### src/hw/rtl/tcfv_pkg.sv
// ----------------------------------------------------------------------------
// tcfv_pkg: shared types and constants of the control frame validator
// Frame layout constants, status codes, register indexes and the
// per-frame capture record used by the capture and judge stages.
// ----------------------------------------------------------------------------
package tcfv_pkg;

  localparam int unsigned COUNT_W = 33;

  localparam logic [COUNT_W-1:0] COUNT_MAX     = '1;
  localparam logic [COUNT_W-1:0] HDR_BYTES     = 33'd16;
  localparam logic [COUNT_W-1:0] POS_VERSION   = 33'd8;
  localparam logic [COUNT_W-1:0] POS_OPCODE    = 33'd9;
  localparam logic [COUNT_W-1:0] POS_LENGTH    = 33'd12;
  localparam logic [COUNT_W-1:0] PAYLOAD_END   = 33'd28;
  localparam logic [31:0]        START_PAYLOAD = 32'd12;

  localparam logic [7:0]  START_OPCODE = 8'd1;
  localparam logic [7:0]  STOP_OPCODE  = 8'd2;
  localparam logic [15:0] MTU_LOW      = 16'd1280;
  localparam logic [15:0] MTU_HIGH     = 16'd9000;

  // header magic, first byte on the left
  localparam logic [0:7][7:0] HDR_SIGNATURE = {
    8'h42, 8'h59, 8'h53, 8'h50, 8'h54, 8'h55, 8'h4E, 8'h31
  };

  typedef enum logic [3:0] {
    ST_OK         = 4'd0,
    ST_SHORT      = 4'd1,
    ST_MAGIC      = 4'd2,
    ST_VERSION    = 4'd3,
    ST_RESERVED   = 4'd4,
    ST_TOO_LARGE  = 4'd5,
    ST_LENGTH     = 4'd6,
    ST_STOP_LEN   = 4'd7,
    ST_OPCODE     = 4'd8,
    ST_START_LEN  = 4'd9,
    ST_LOCAL      = 4'd10,
    ST_PEER       = 4'd11,
    ST_PORT       = 4'd12,
    ST_MTU        = 4'd13
  } status_t;

  typedef enum logic [2:0] {
    CFG_VERSION     = 3'd0,
    CFG_MAX_PAYLOAD = 3'd1,
    CFG_LOCAL_ADDR  = 3'd2,
    CFG_MASK        = 3'd3,
    CFG_PREFIX      = 3'd4,
    CFG_FIRST_PEER  = 3'd5,
    CFG_LAST_PEER   = 3'd6
  } cfg_index_t;

  typedef struct packed {
    logic [7:0]  expected_version;
    logic [31:0] max_payload;
    logic [31:0] local_address;
    logic [31:0] overlay_mask;
    logic [31:0] overlay_prefix;
    logic [31:0] first_peer;
    logic [31:0] last_peer;
  } cfg_t;

  localparam cfg_t CFG_RESET = '{
    expected_version: 8'd1,
    max_payload:      32'd65536,
    local_address:    32'h0A00_0001,
    overlay_mask:     32'hFFFF_FF00,
    overlay_prefix:   32'h0A00_0000,
    first_peer:       32'h0A00_0002,
    last_peer:        32'h0A00_00FE
  };

  typedef struct packed {
    logic [COUNT_W-1:0] count;
    logic               magic_good;
    logic [7:0]         version;
    logic [7:0]         opcode;
    logic               reserved_nz;
    logic [31:0]        length;
    logic [2:0][31:0]   payload;
  } frame_t;

  localparam frame_t FRAME_CLEAR = '{
    count:       '0,
    magic_good:  1'b1,
    version:     8'd0,
    opcode:      8'd0,
    reserved_nz: 1'b0,
    length:      32'd0,
    payload:     '0
  };

endpackage

### src/hw/rtl/tcfv_cfg_regs.sv
// ----------------------------------------------------------------------------
// tcfv_cfg_regs: configuration register file
// Seven registers written by index over the cfg channel; always ready.
// ----------------------------------------------------------------------------
module tcfv_cfg_regs (
  input  logic           clk,
  input  logic           rst_n,
  input  logic           cfg_valid,
  output logic           cfg_ready,
  input  logic [2:0]     cfg_index,
  input  logic [31:0]    cfg_data,
  output tcfv_pkg::cfg_t cfg
);
  import tcfv_pkg::*;

  cfg_t cfg_r;
  cfg_t cfg_nxt;

  assign cfg_ready = 1'b1;
  assign cfg       = cfg_r;

  always_comb begin
    cfg_nxt = cfg_r;
    if (cfg_valid) begin
      unique case (cfg_index_t'(cfg_index))
        CFG_VERSION:     cfg_nxt.expected_version = cfg_data[7:0];
        CFG_MAX_PAYLOAD: cfg_nxt.max_payload      = cfg_data;
        CFG_LOCAL_ADDR:  cfg_nxt.local_address    = cfg_data;
        CFG_MASK:        cfg_nxt.overlay_mask     = cfg_data;
        CFG_PREFIX:      cfg_nxt.overlay_prefix   = cfg_data;
        CFG_FIRST_PEER:  cfg_nxt.first_peer       = cfg_data;
        CFG_LAST_PEER:   cfg_nxt.last_peer        = cfg_data;
        default:         ;
      endcase
    end
  end

  always_ff @(posedge clk) begin
    if (!rst_n) begin
      cfg_r <= CFG_RESET;
    end else begin
      cfg_r <= cfg_nxt;
    end
  end

endmodule

### src/hw/rtl/tcfv_capture.sv
// ----------------------------------------------------------------------------
// tcfv_capture: per-byte frame tracking
// Updates the byte counter, header flags and captured fields on every
// accepted beat; on the last beat hands the frame record to the judge.
// ----------------------------------------------------------------------------
module tcfv_capture (
  input  logic             clk,
  input  logic             rst_n,
  input  logic             in_valid,
  output logic             in_stall,
  input  logic [7:0]       in_data_byte,
  input  logic             in_frame_end,
  input  logic             snap_take,
  output logic             snap_valid,
  output tcfv_pkg::frame_t snap
);
  import tcfv_pkg::*;

  frame_t     frame_r;
  frame_t     frame_nxt;
  frame_t     snap_r;
  logic       snap_valid_r;
  logic       snap_valid_nxt;
  logic       accept;
  logic [4:0] off;

  assign in_stall   = snap_valid_r && !snap_take;
  assign accept     = in_valid && !in_stall;
  assign snap_valid = snap_valid_r;
  assign snap       = snap_r;

  always_comb begin
    frame_nxt = frame_r;
    off       = frame_r.count[4:0] - HDR_BYTES[4:0];
    if (frame_r.count < POS_VERSION) begin
      if (in_data_byte != HDR_SIGNATURE[frame_r.count[2:0]]) begin
        frame_nxt.magic_good = 1'b0;
      end
    end else if (frame_r.count == POS_VERSION) begin
      frame_nxt.version = in_data_byte;
    end else if (frame_r.count == POS_OPCODE) begin
      frame_nxt.opcode = in_data_byte;
    end else if (frame_r.count < POS_LENGTH) begin
      if (in_data_byte != 8'd0) begin
        frame_nxt.reserved_nz = 1'b1;
      end
    end else if (frame_r.count < HDR_BYTES) begin
      frame_nxt.length = {frame_r.length[23:0], in_data_byte};
    end else if (frame_r.count < PAYLOAD_END) begin
      // payload bytes 0..11 fill three big-endian words
      if (off[3:2] != 2'd3) begin
        frame_nxt.payload[off[3:2]] = {frame_r.payload[off[3:2]][23:0], in_data_byte};
      end
    end
    if (frame_r.count != COUNT_MAX) begin
      frame_nxt.count = frame_r.count + 33'd1;
    end

    snap_valid_nxt = snap_valid_r;
    if (accept && in_frame_end) begin
      snap_valid_nxt = 1'b1;
    end else if (snap_take) begin
      snap_valid_nxt = 1'b0;
    end
  end

  always_ff @(posedge clk) begin
    if (!rst_n) begin
      frame_r      <= FRAME_CLEAR;
      snap_valid_r <= 1'b0;
    end else begin
      snap_valid_r <= snap_valid_nxt;
      if (accept) begin
        frame_r <= in_frame_end ? FRAME_CLEAR : frame_nxt;
      end
    end
  end

  always_ff @(posedge clk) begin
    if (accept && in_frame_end) begin
      snap_r <= frame_nxt;
    end
  end

endmodule

### src/hw/rtl/tcfv_judge.sv
// ----------------------------------------------------------------------------
// tcfv_judge: end-of-frame checks and result register
// Picks the first failing check of a finished frame and holds the result
// beat until the receiver takes it.
// ----------------------------------------------------------------------------
module tcfv_judge (
  input  logic             clk,
  input  logic             rst_n,
  input  tcfv_pkg::cfg_t   cfg,
  input  logic             snap_valid,
  input  tcfv_pkg::frame_t snap,
  output logic             snap_take,
  output logic             out_valid,
  input  logic             out_stall,
  output logic [3:0]       out_status,
  output logic [7:0]       out_request_code,
  output logic [31:0]      out_local_addr_out,
  output logic [31:0]      out_peer_addr_out,
  output logic [15:0]      out_proxy_port,
  output logic [15:0]      out_link_mtu
);
  import tcfv_pkg::*;

  logic               out_valid_r;
  status_t            status_r;
  logic [7:0]         req_r;
  logic [31:0]        loc_r;
  logic [31:0]        peer_r;
  logic [15:0]        port_r;
  logic [15:0]        mtu_r;

  status_t            status_nxt;
  logic [7:0]         req_nxt;
  logic [31:0]        loc_nxt;
  logic [31:0]        peer_nxt;
  logic [15:0]        port_nxt;
  logic [15:0]        mtu_nxt;
  logic [COUNT_W-1:0] expect_count;
  logic [31:0]        loc;
  logic [31:0]        peer;
  logic [15:0]        port;
  logic [15:0]        mtu;
  logic               peer_bad;

  // result register is free when empty or being drained this cycle
  assign snap_take = !out_valid_r || !out_stall;

  assign loc  = snap.payload[0];
  assign peer = snap.payload[1];
  assign port = snap.payload[2][31:16];
  assign mtu  = snap.payload[2][15:0];

  always_comb begin
    expect_count = {1'b0, snap.length} + HDR_BYTES;
    peer_bad = ((peer & cfg.overlay_mask) != cfg.overlay_prefix) ||
               (peer < cfg.first_peer) || (peer > cfg.last_peer);
    req_nxt  = 8'd0;
    loc_nxt  = 32'd0;
    peer_nxt = 32'd0;
    port_nxt = 16'd0;
    mtu_nxt  = 16'd0;
    priority if (snap.count < HDR_BYTES) begin
      status_nxt = ST_SHORT;
    end else if (!snap.magic_good) begin
      status_nxt = ST_MAGIC;
    end else if (snap.version != cfg.expected_version) begin
      status_nxt = ST_VERSION;
    end else if (snap.reserved_nz) begin
      status_nxt = ST_RESERVED;
    end else if (snap.length > cfg.max_payload) begin
      status_nxt = ST_TOO_LARGE;
    end else if (snap.count != expect_count) begin
      status_nxt = ST_LENGTH;
    end else if (snap.opcode == STOP_OPCODE) begin
      if (snap.length != 32'd0) begin
        status_nxt = ST_STOP_LEN;
      end else begin
        status_nxt = ST_OK;
        req_nxt    = snap.opcode;
      end
    end else if (snap.opcode != START_OPCODE) begin
      status_nxt = ST_OPCODE;
    end else if (snap.length != START_PAYLOAD) begin
      status_nxt = ST_START_LEN;
    end else if (loc != cfg.local_address) begin
      status_nxt = ST_LOCAL;
    end else if (peer_bad) begin
      status_nxt = ST_PEER;
    end else if (port == 16'd0) begin
      status_nxt = ST_PORT;
    end else if ((mtu < MTU_LOW) || (mtu > MTU_HIGH)) begin
      status_nxt = ST_MTU;
    end else begin
      status_nxt = ST_OK;
      req_nxt    = snap.opcode;
      loc_nxt    = loc;
      peer_nxt   = peer;
      port_nxt   = port;
      mtu_nxt    = mtu;
    end
  end

  always_ff @(posedge clk) begin
    if (!rst_n) begin
      out_valid_r <= 1'b0;
    end else if (snap_take) begin
      out_valid_r <= snap_valid;
    end
  end

  always_ff @(posedge clk) begin
    if (snap_take && snap_valid) begin
      status_r <= status_nxt;
      req_r    <= req_nxt;
      loc_r    <= loc_nxt;
      peer_r   <= peer_nxt;
      port_r   <= port_nxt;
      mtu_r    <= mtu_nxt;
    end
  end

  assign out_valid          = out_valid_r;
  assign out_status         = status_r;
  assign out_request_code   = req_r;
  assign out_local_addr_out = loc_r;
  assign out_peer_addr_out  = peer_r;
  assign out_proxy_port     = port_r;
  assign out_link_mtu       = mtu_r;

endmodule

### src/hw/rtl/tunnel_control_frame_validator_unit.sv
// ----------------------------------------------------------------------------
// tunnel_control_frame_validator_unit: tunnel control frame validator
// One byte beat per cycle while not stalled; the byte capture register sets
// the rate. Results pass the capture snapshot and judge result registers.
// Sync reset clears frame state, output valid and loads register defaults.
// ----------------------------------------------------------------------------
module tunnel_control_frame_validator_unit (
  input  logic        clk,
  input  logic        rst_n,
  input  logic        in_valid,
  output logic        in_stall,
  input  logic [7:0]  in_data_byte,
  input  logic        in_frame_end,
  output logic        out_valid,
  input  logic        out_stall,
  output logic [3:0]  out_status,
  output logic [7:0]  out_request_code,
  output logic [31:0] out_local_addr_out,
  output logic [31:0] out_peer_addr_out,
  output logic [15:0] out_proxy_port,
  output logic [15:0] out_link_mtu,
  input  logic        cfg_valid,
  output logic        cfg_ready,
  input  logic [2:0]  cfg_index,
  input  logic [31:0] cfg_data
);
  import tcfv_pkg::*;

  cfg_t   cfg;
  frame_t snap;
  logic   snap_valid;
  logic   snap_take;

  tcfv_cfg_regs u_cfg (
    .clk       (clk),
    .rst_n     (rst_n),
    .cfg_valid (cfg_valid),
    .cfg_ready (cfg_ready),
    .cfg_index (cfg_index),
    .cfg_data  (cfg_data),
    .cfg       (cfg)
  );

  tcfv_capture u_capture (
    .clk          (clk),
    .rst_n        (rst_n),
    .in_valid     (in_valid),
    .in_stall     (in_stall),
    .in_data_byte (in_data_byte),
    .in_frame_end (in_frame_end),
    .snap_take    (snap_take),
    .snap_valid   (snap_valid),
    .snap         (snap)
  );

  tcfv_judge u_judge (
    .clk                (clk),
    .rst_n              (rst_n),
    .cfg                (cfg),
    .snap_valid         (snap_valid),
    .snap               (snap),
    .snap_take          (snap_take),
    .out_valid          (out_valid),
    .out_stall          (out_stall),
    .out_status         (out_status),
    .out_request_code   (out_request_code),
    .out_local_addr_out (out_local_addr_out),
    .out_peer_addr_out  (out_peer_addr_out),
    .out_proxy_port     (out_proxy_port),
    .out_link_mtu       (out_link_mtu)
  );

endmodule

### config.mk
export PLATFORM = sky130hd
export DESIGN_NAME = tunnel_control_frame_validator_unit
export DESIGN_NICKNAME = d
export VERILOG_FILES = /design/src/hw/rtl/tcfv_pkg.sv /design/src/hw/rtl/tcfv_cfg_regs.sv /design/src/hw/rtl/tcfv_capture.sv /design/src/hw/rtl/tcfv_judge.sv /design/src/hw/rtl/tunnel_control_frame_validator_unit.sv
export SDC_FILE = /design/constraint.sdc
export NUM_CORES = 1
export LEC_CHECK = 0
export BUFFER_PORTS_ARGS = -buffer_cell sky130_fd_sc_hd__buf_4
export CORE_ASPECT_RATIO = 0.75
export CORE_MARGIN = 5
export CORE_UTILIZATION = 35
export CTS_BUF_LIST = sky130_fd_sc_hd__clkbuf_16
export DETAILED_ROUTE_END_ITERATION = 8
export PLACE_DENSITY_LB_ADDON = 0.15
export SLEW_MARGIN = 10
export SYNTH_ARGS = -nofsm -noshare
export SYNTH_HDL_FRONTEND = slang
export SYNTH_SLANG_ARGS = --single-unit
### constraint.sdc
create_clock -name clk -period 19.35 [get_ports clk]
set_input_delay 3.87 -clock clk [delete_from_list [all_inputs] [get_ports clk]]
set_output_delay 3.87 -clock clk [all_outputs]
set_load 0.01 [all_outputs]
# Word-level counts from Yosys, hierarchy flattened
# Memory sizes are Yosys's and may differ from the RTL's.
# Cells that the tools add are included.
[totals]
output_inout_bits = 111
mem_bits_ro = 64
mem_count = 1
ramBits = 0
latch_bits = 0
ff_bits = 668
[op_classes]
n_bitwise = 3
magnitude_cmp = 13
n_mul = 0
addsub = 3
eq_ne = 18
muxes = 46
n_reduce_logical = 28
shifts = 0
n_div = 0
[mem_list]
columns = ["name", "depth", "word_bits", "rd", "rd_clocked_by_memory_dff", "wr", "line_no", "rtl"]
rows = [
  ["(name not given)", 8, 8, 1, 0, 0, "tcfv_capture.sv:36", "if (in_data_byte != HDR_SIGNATURE[frame_r.count[2:0]]) begin"],
]
[ops]
columns = ["operator", "n"]
rows = [
  ["96-bit 2-to-1 mux", 3],
  ["179-bit 2-to-1 mux", 1],
  ["145-bit 2-to-1 mux", 1],
  ["137-bit 2-to-1 mux", 1],
  ["129-bit 2-to-1 mux", 1],
  ["128-bit 2-to-1 mux", 1],
  ["33-bit by 5-bit less-than comparator with 1-bit output, second input constant", 3],
  ["96-bit bitwise mux", 1],
  ["8-bit 2-to-1 mux", 12],
  ["33-bit by 4-bit == test with 1-bit output, second input constant", 2],
  ["33-bit by 4-bit less-than comparator with 1-bit output, second input constant", 2],
  ["32-bit binary-select mux with 2-bit select", 1],
  ["32-bit demux with 2-bit select", 1],
  ["32-bit greater-than comparator", 2],
  ["32-bit 2-to-1 mux", 2],
  ["32-bit != test", 2],
  ["32-bit by 5-bit adder with 33-bit output, second input constant", 1],
  ["33-bit by 1-bit adder with 33-bit output, second input constant", 1],
  ["33-bit 2-to-1 mux", 1],
  ["33-bit != test", 1],
  ["33-bit != test, second input constant", 1],
  ["32-bit AND", 1],
  ["32-bit less-than comparator", 1],
  ["32-bit by 4-bit != test with 1-bit output, second input constant", 1],
  ["32 further kinds", 67],
]

# Logic depth before layout (Yosys ltp)
[logic_depth]
depth_word = 14
depth_mapped = 12

# Hierarchy
# From an unflattened synthesis, not the netlist that was laid out.
[hier_totals]
cells_unflattened = 2878
area_unflattened_um2 = 31275.0
[by_module_without_submodules]
columns = ["mod", "instances", "area_each_um2", "seq_area_each_um2", "cells_each"]
rows = [
  ["tcfv_capture", 1, 14561.5, 8978.6, 1174],
  ["tcfv_judge", 1, 9143.8, 3263.1, 972],
  ["tcfv_cfg_regs", 1, 7569.8, 4003.8, 732],
]

# Worst setup path before layout
# OpenSTA, ideal clock, no wires.
[synth_path]
kind = "input port to flip-flop"
startpoint = "in out_stall"
endpoint = "reg u_judge.mtu_r[0], in the netlist u_judge.out_link_mtu[0] (enable)"
cell_stages = 1
path_buffers = 0
t_arrival_ps = 11690
setup_time_ps = 738
setup_slack_ps = 6921
required_time_ps = 18612
cell_sequence = "a21boi_0"
[synth_via]
elab_chain_cells = 3
[synth_lines]
columns = ["element", "line_no", "rtl"]
rows = [
  ["start: declaration", "tunnel_control_frame_validator_unit.sv:15", "input logic out_stall,"],
  ["1-bit logical NOT", "tcfv_judge.sv:46", "assign snap_take = !out_valid_r || !out_stall;"],
  ["1-bit logical OR", "tcfv_judge.sv:46", ""],
  ["1-bit logical AND", "tcfv_judge.sv:112", "if (snap_take && snap_valid) begin"],
  ["end signal: assignment", "tcfv_judge.sv:118", "mtu_r <= mtu_nxt;"],
  ["end: declaration", "tcfv_judge.sv:30", "logic [15:0] mtu_r;"],
]
# Every way passes these cells.
# A chain may end at the register's enable or synchronous reset.

# Worst setup path in the final report
[layout_path]
startpoint = "in out_stall"
endpoint = "out in_stall"
[layout_via]
elab_chain_cells = 4
[layout_lines]
columns = ["element", "line_no", "rtl"]
rows = [
  ["1-bit logical NOT", "tcfv_judge.sv:46", ""],
  ["1-bit logical OR", "tcfv_judge.sv:46", ""],
  ["1-bit logical NOT", "tcfv_capture.sv:27", "assign in_stall = snap_valid_r && !snap_take;"],
  ["1-bit logical AND", "tcfv_capture.sv:27", ""],
  ["end: declaration", "tunnel_control_frame_validator_unit.sv:11", "output logic in_stall,"],
]
# Every way passes these cells.

==> summary.txt <==
Clock network
  • CTS H-tree depth: 3
  • Post-CTS setup buffer count: 0
  • CTS Buf Count: 74
  • Clk slew on worst S/H paths: 50 ps
  • Clk_lat worst skew: 630 ps
  • TritonCTS clock tree: built
  • Root Driver: clkbuf_16
  • CTS Hold Buffers Added: 0
  • Post-CTS sizing: 0
  • Clock Sinks: 668
  • Maximum clock insertion buffer count: 3

STA
  • RSZ-0062 raised after global routing: no
  • Clock Skew: 23.7 ps
  • Slew @ Worst Pin: 1280 ps
  • Final period util: 42.7%
  • Final setup fails: 0
  • Fin Setup TNS: 0 ps
  • Min cycle time layout: 8270 ps
  • Max-slew violation count: 0
  • Achievable Freq: 121 MHz
  • Hold_ws: 467 ps
  • Fin. Hold Viols: 0
  • Slew headroom: 13.8%

Floorplanning
  • Number of I/O pins: 160
  • Num rows: 94
  • Die width: 354 um
  • Core area: 87900 um2
  • Die height: 268 um
  • Starting Density: 35.4%
  • Die ar.: 94900 um2

Power and ir drop
  • Pwr Total: 0.00312 W
  • Leak: 13.2 nW
  • Worst vdd ir: 0.0670 mV
  • PD cells: 87.4 nW/um2

Flow run
  • Max_cap viols: 0

Synth
  • Post-Syn Area: 31100 um2
  • #FFs+latches synth: 668
  • EDFF count, synth: 287
  • Seq/Total Area, Yosys: 52.3%
  • Cells after Synth: 3002
  • Synth unique cells: 77
  • Syn Area/Cell: 10.3 um2
  • Top FF cell, synth: dfxtp_1
  • Fraction of registers with async set/reset: 0%
  • Synthesis warning total: 0

Global routing
  • Initial antenna violation count: 3
  • Number of global-route vias before repair: 22198
  • Tot GR Track Use: 19.4%
  • GR Overflow Total: 0
  • Largest net degree at the start of global routing: 263
  • First-pass GRT wire length: 142 mm

Place
  • IO buf count: 158
  • HPWL after detailed placement: 63.9 mm
  • DP Area: 33300 um2
  • Routability cong.: 0.851

Worst hold path
  • Hold WC Path Type: flop to flop

Drt
  • Overall routed net length: 94.6 mm
  • Drt wl/cell: 22.0 um
  • Via Count: 23139
  • Via density: 5.38
  • DRT Pass-1 Iters: 5
  • DRC violations left: 0
  • Routed Antenna Nets: 0
  • DR iter-0 viols: 1866

Critical path
  • Worst setup EP type: primary output
  • CP arrival: 4400 ps
  • Kind of critical path: input pin to primary output
  • CP required: 15480 ps
  • CP max FO: 4
  • Crit path launch type: input pin

Layout
  • Commonest non-fill, non-tap cell in the layout: nand2_1
  • Layout fillers: 8402
  • Layout area overhead: 14.9%
  • Commonest non-fill, non-tap cells in the layout: nand2_1 (448), dfxtp_1 (381), edfxtp_1 (287), a21boi_0 (181), buf_4 (181)
  • Final net count: 3238
  • Design area: 35700 um2
  • Layout cell share with drive strength beyond 1: 14.6%
  • Core Util, Final: 40.7%

Outcome
  • Outcome: completed
==> sequential cells by signal, indices dropped and copies added (netlist names) <==
register and flops:
u_judge.out_peer_addr_out 32, u_capture.frame_r 179, u_judge.out_request_code 8, u_capture.snap_valid 1, u_judge.out_status 4, u_judge.out_proxy_port 16
u_judge.out_local_addr_out 32, u_cfg.cfg 200, u_capture.snap 179, u_judge.out_valid 1, u_judge.out_link_mtu 16
==> power by group <==
part	leakage [nW]	internal (W)	total [W]	switching, W
Sequential	5.93	0.00149	0.00153	0.0000323
Clock	1.26	0.000841	0.00143	0.000592
Combinational	6.06	0.0000554	0.000162	0.000107
==> kinds of logic (layout without fill, tap and decap cells) <==
family / Yosys count / after routing / share of synthesized area, %
buffers and inverters: 300 / 435 / 3.83
muxes: 148 / 148 / 5.34
and+or+nand+nor: 1096 / 1096 / 18.1
xor gates and xnor gates: 105 / 105 / 2.96
AOI/OAI and AO/OA: 578 / 578 / 13.2
DFF: 668 / 668 / 52.3
other: 2 / 10 / 0.0242
adders and majority gates: 105 / 105 / 4.23
==> worst paths after layout <==
check	startpoint	depth (start not counted)	endpoint	slack (ps)
min reg2reg	u_cfg.cfg[190]	2	u_cfg.cfg[190]	470
max	out_stall	4	in_stall	11080
max reg2reg	u_capture.snap[63]	10	u_judge.out_peer_addr_out[4]	14560
min	u_cfg.cfg[190]	2	u_cfg.cfg[190]	470
==> per-layer routing <==
layer  up-vias  wire length, um  GRT usage, %
met1     11405            46400          28.8
met5         -                0             0
li1      10930                -             -
met4         0             2200          4.99
met3       142             5940          3.70
met2       662            40100          29.2
==> synthesized netlist by cell type, types with 16 or more instances <==
cell / instances / area, um2
a211oi_1: 16 / 120
clkbuf_1: 161 / 604
xnor2_1: 79 / 692
mux2_2: 141 / 1590
nor3_1: 26 / 130
o21ai_0: 51 / 255
xor2_1: 26 / 228
nor2b_1: 168 / 1050
and3_1: 129 / 807
nor2_1: 45 / 169
nand2_1: 449 / 1690
dfxtp_1: 381 / 7630
nand4_1: 54 / 338
edfxtp_1: 287 / 8620
a21oi_1: 69 / 345
o211ai_1: 20 / 150
a21boi_0: 182 / 1370
ha_1: 105 / 1310
inv_1: 116 / 435
a21o_1: 21 / 158
a22oi_1: 150 / 1130
nand3_1: 89 / 445
nor4_1: 34 / 213
==> final cells by class <==
cell class | count | area, um2 | area share [%]
Antenna cell | 1 | 2.50 | 0.00701
Tap cell | 1152 | 1440 | 4.04
Multi-Input combinational cell | 2041 | 13700 | 38.5
Timing Repair Buffer | 183 | 1390 | 3.90
Inverter | 116 | 440 | 1.23
Clock inverter | 61 | 568 | 1.59
Sequential cell | 668 | 16200 | 45.5
Clock buffer | 75 | 1880 | 5.26
==> stage by stage <==
step | setup WS, ps | cells
finish | 11080 | 4297
floorplan | 6920 | 3009
detailed placement | 11080 | 4160
global route | 11040 | 4296
CTS | 11080 | 4296
global placement | 11050 | 4160
==> critical path, stage by stage <==
cell     delay [ps]
buf_4           130
nand3_1         170
inv_1            80
buf_4           150
(Power assumes the default switching activity.)
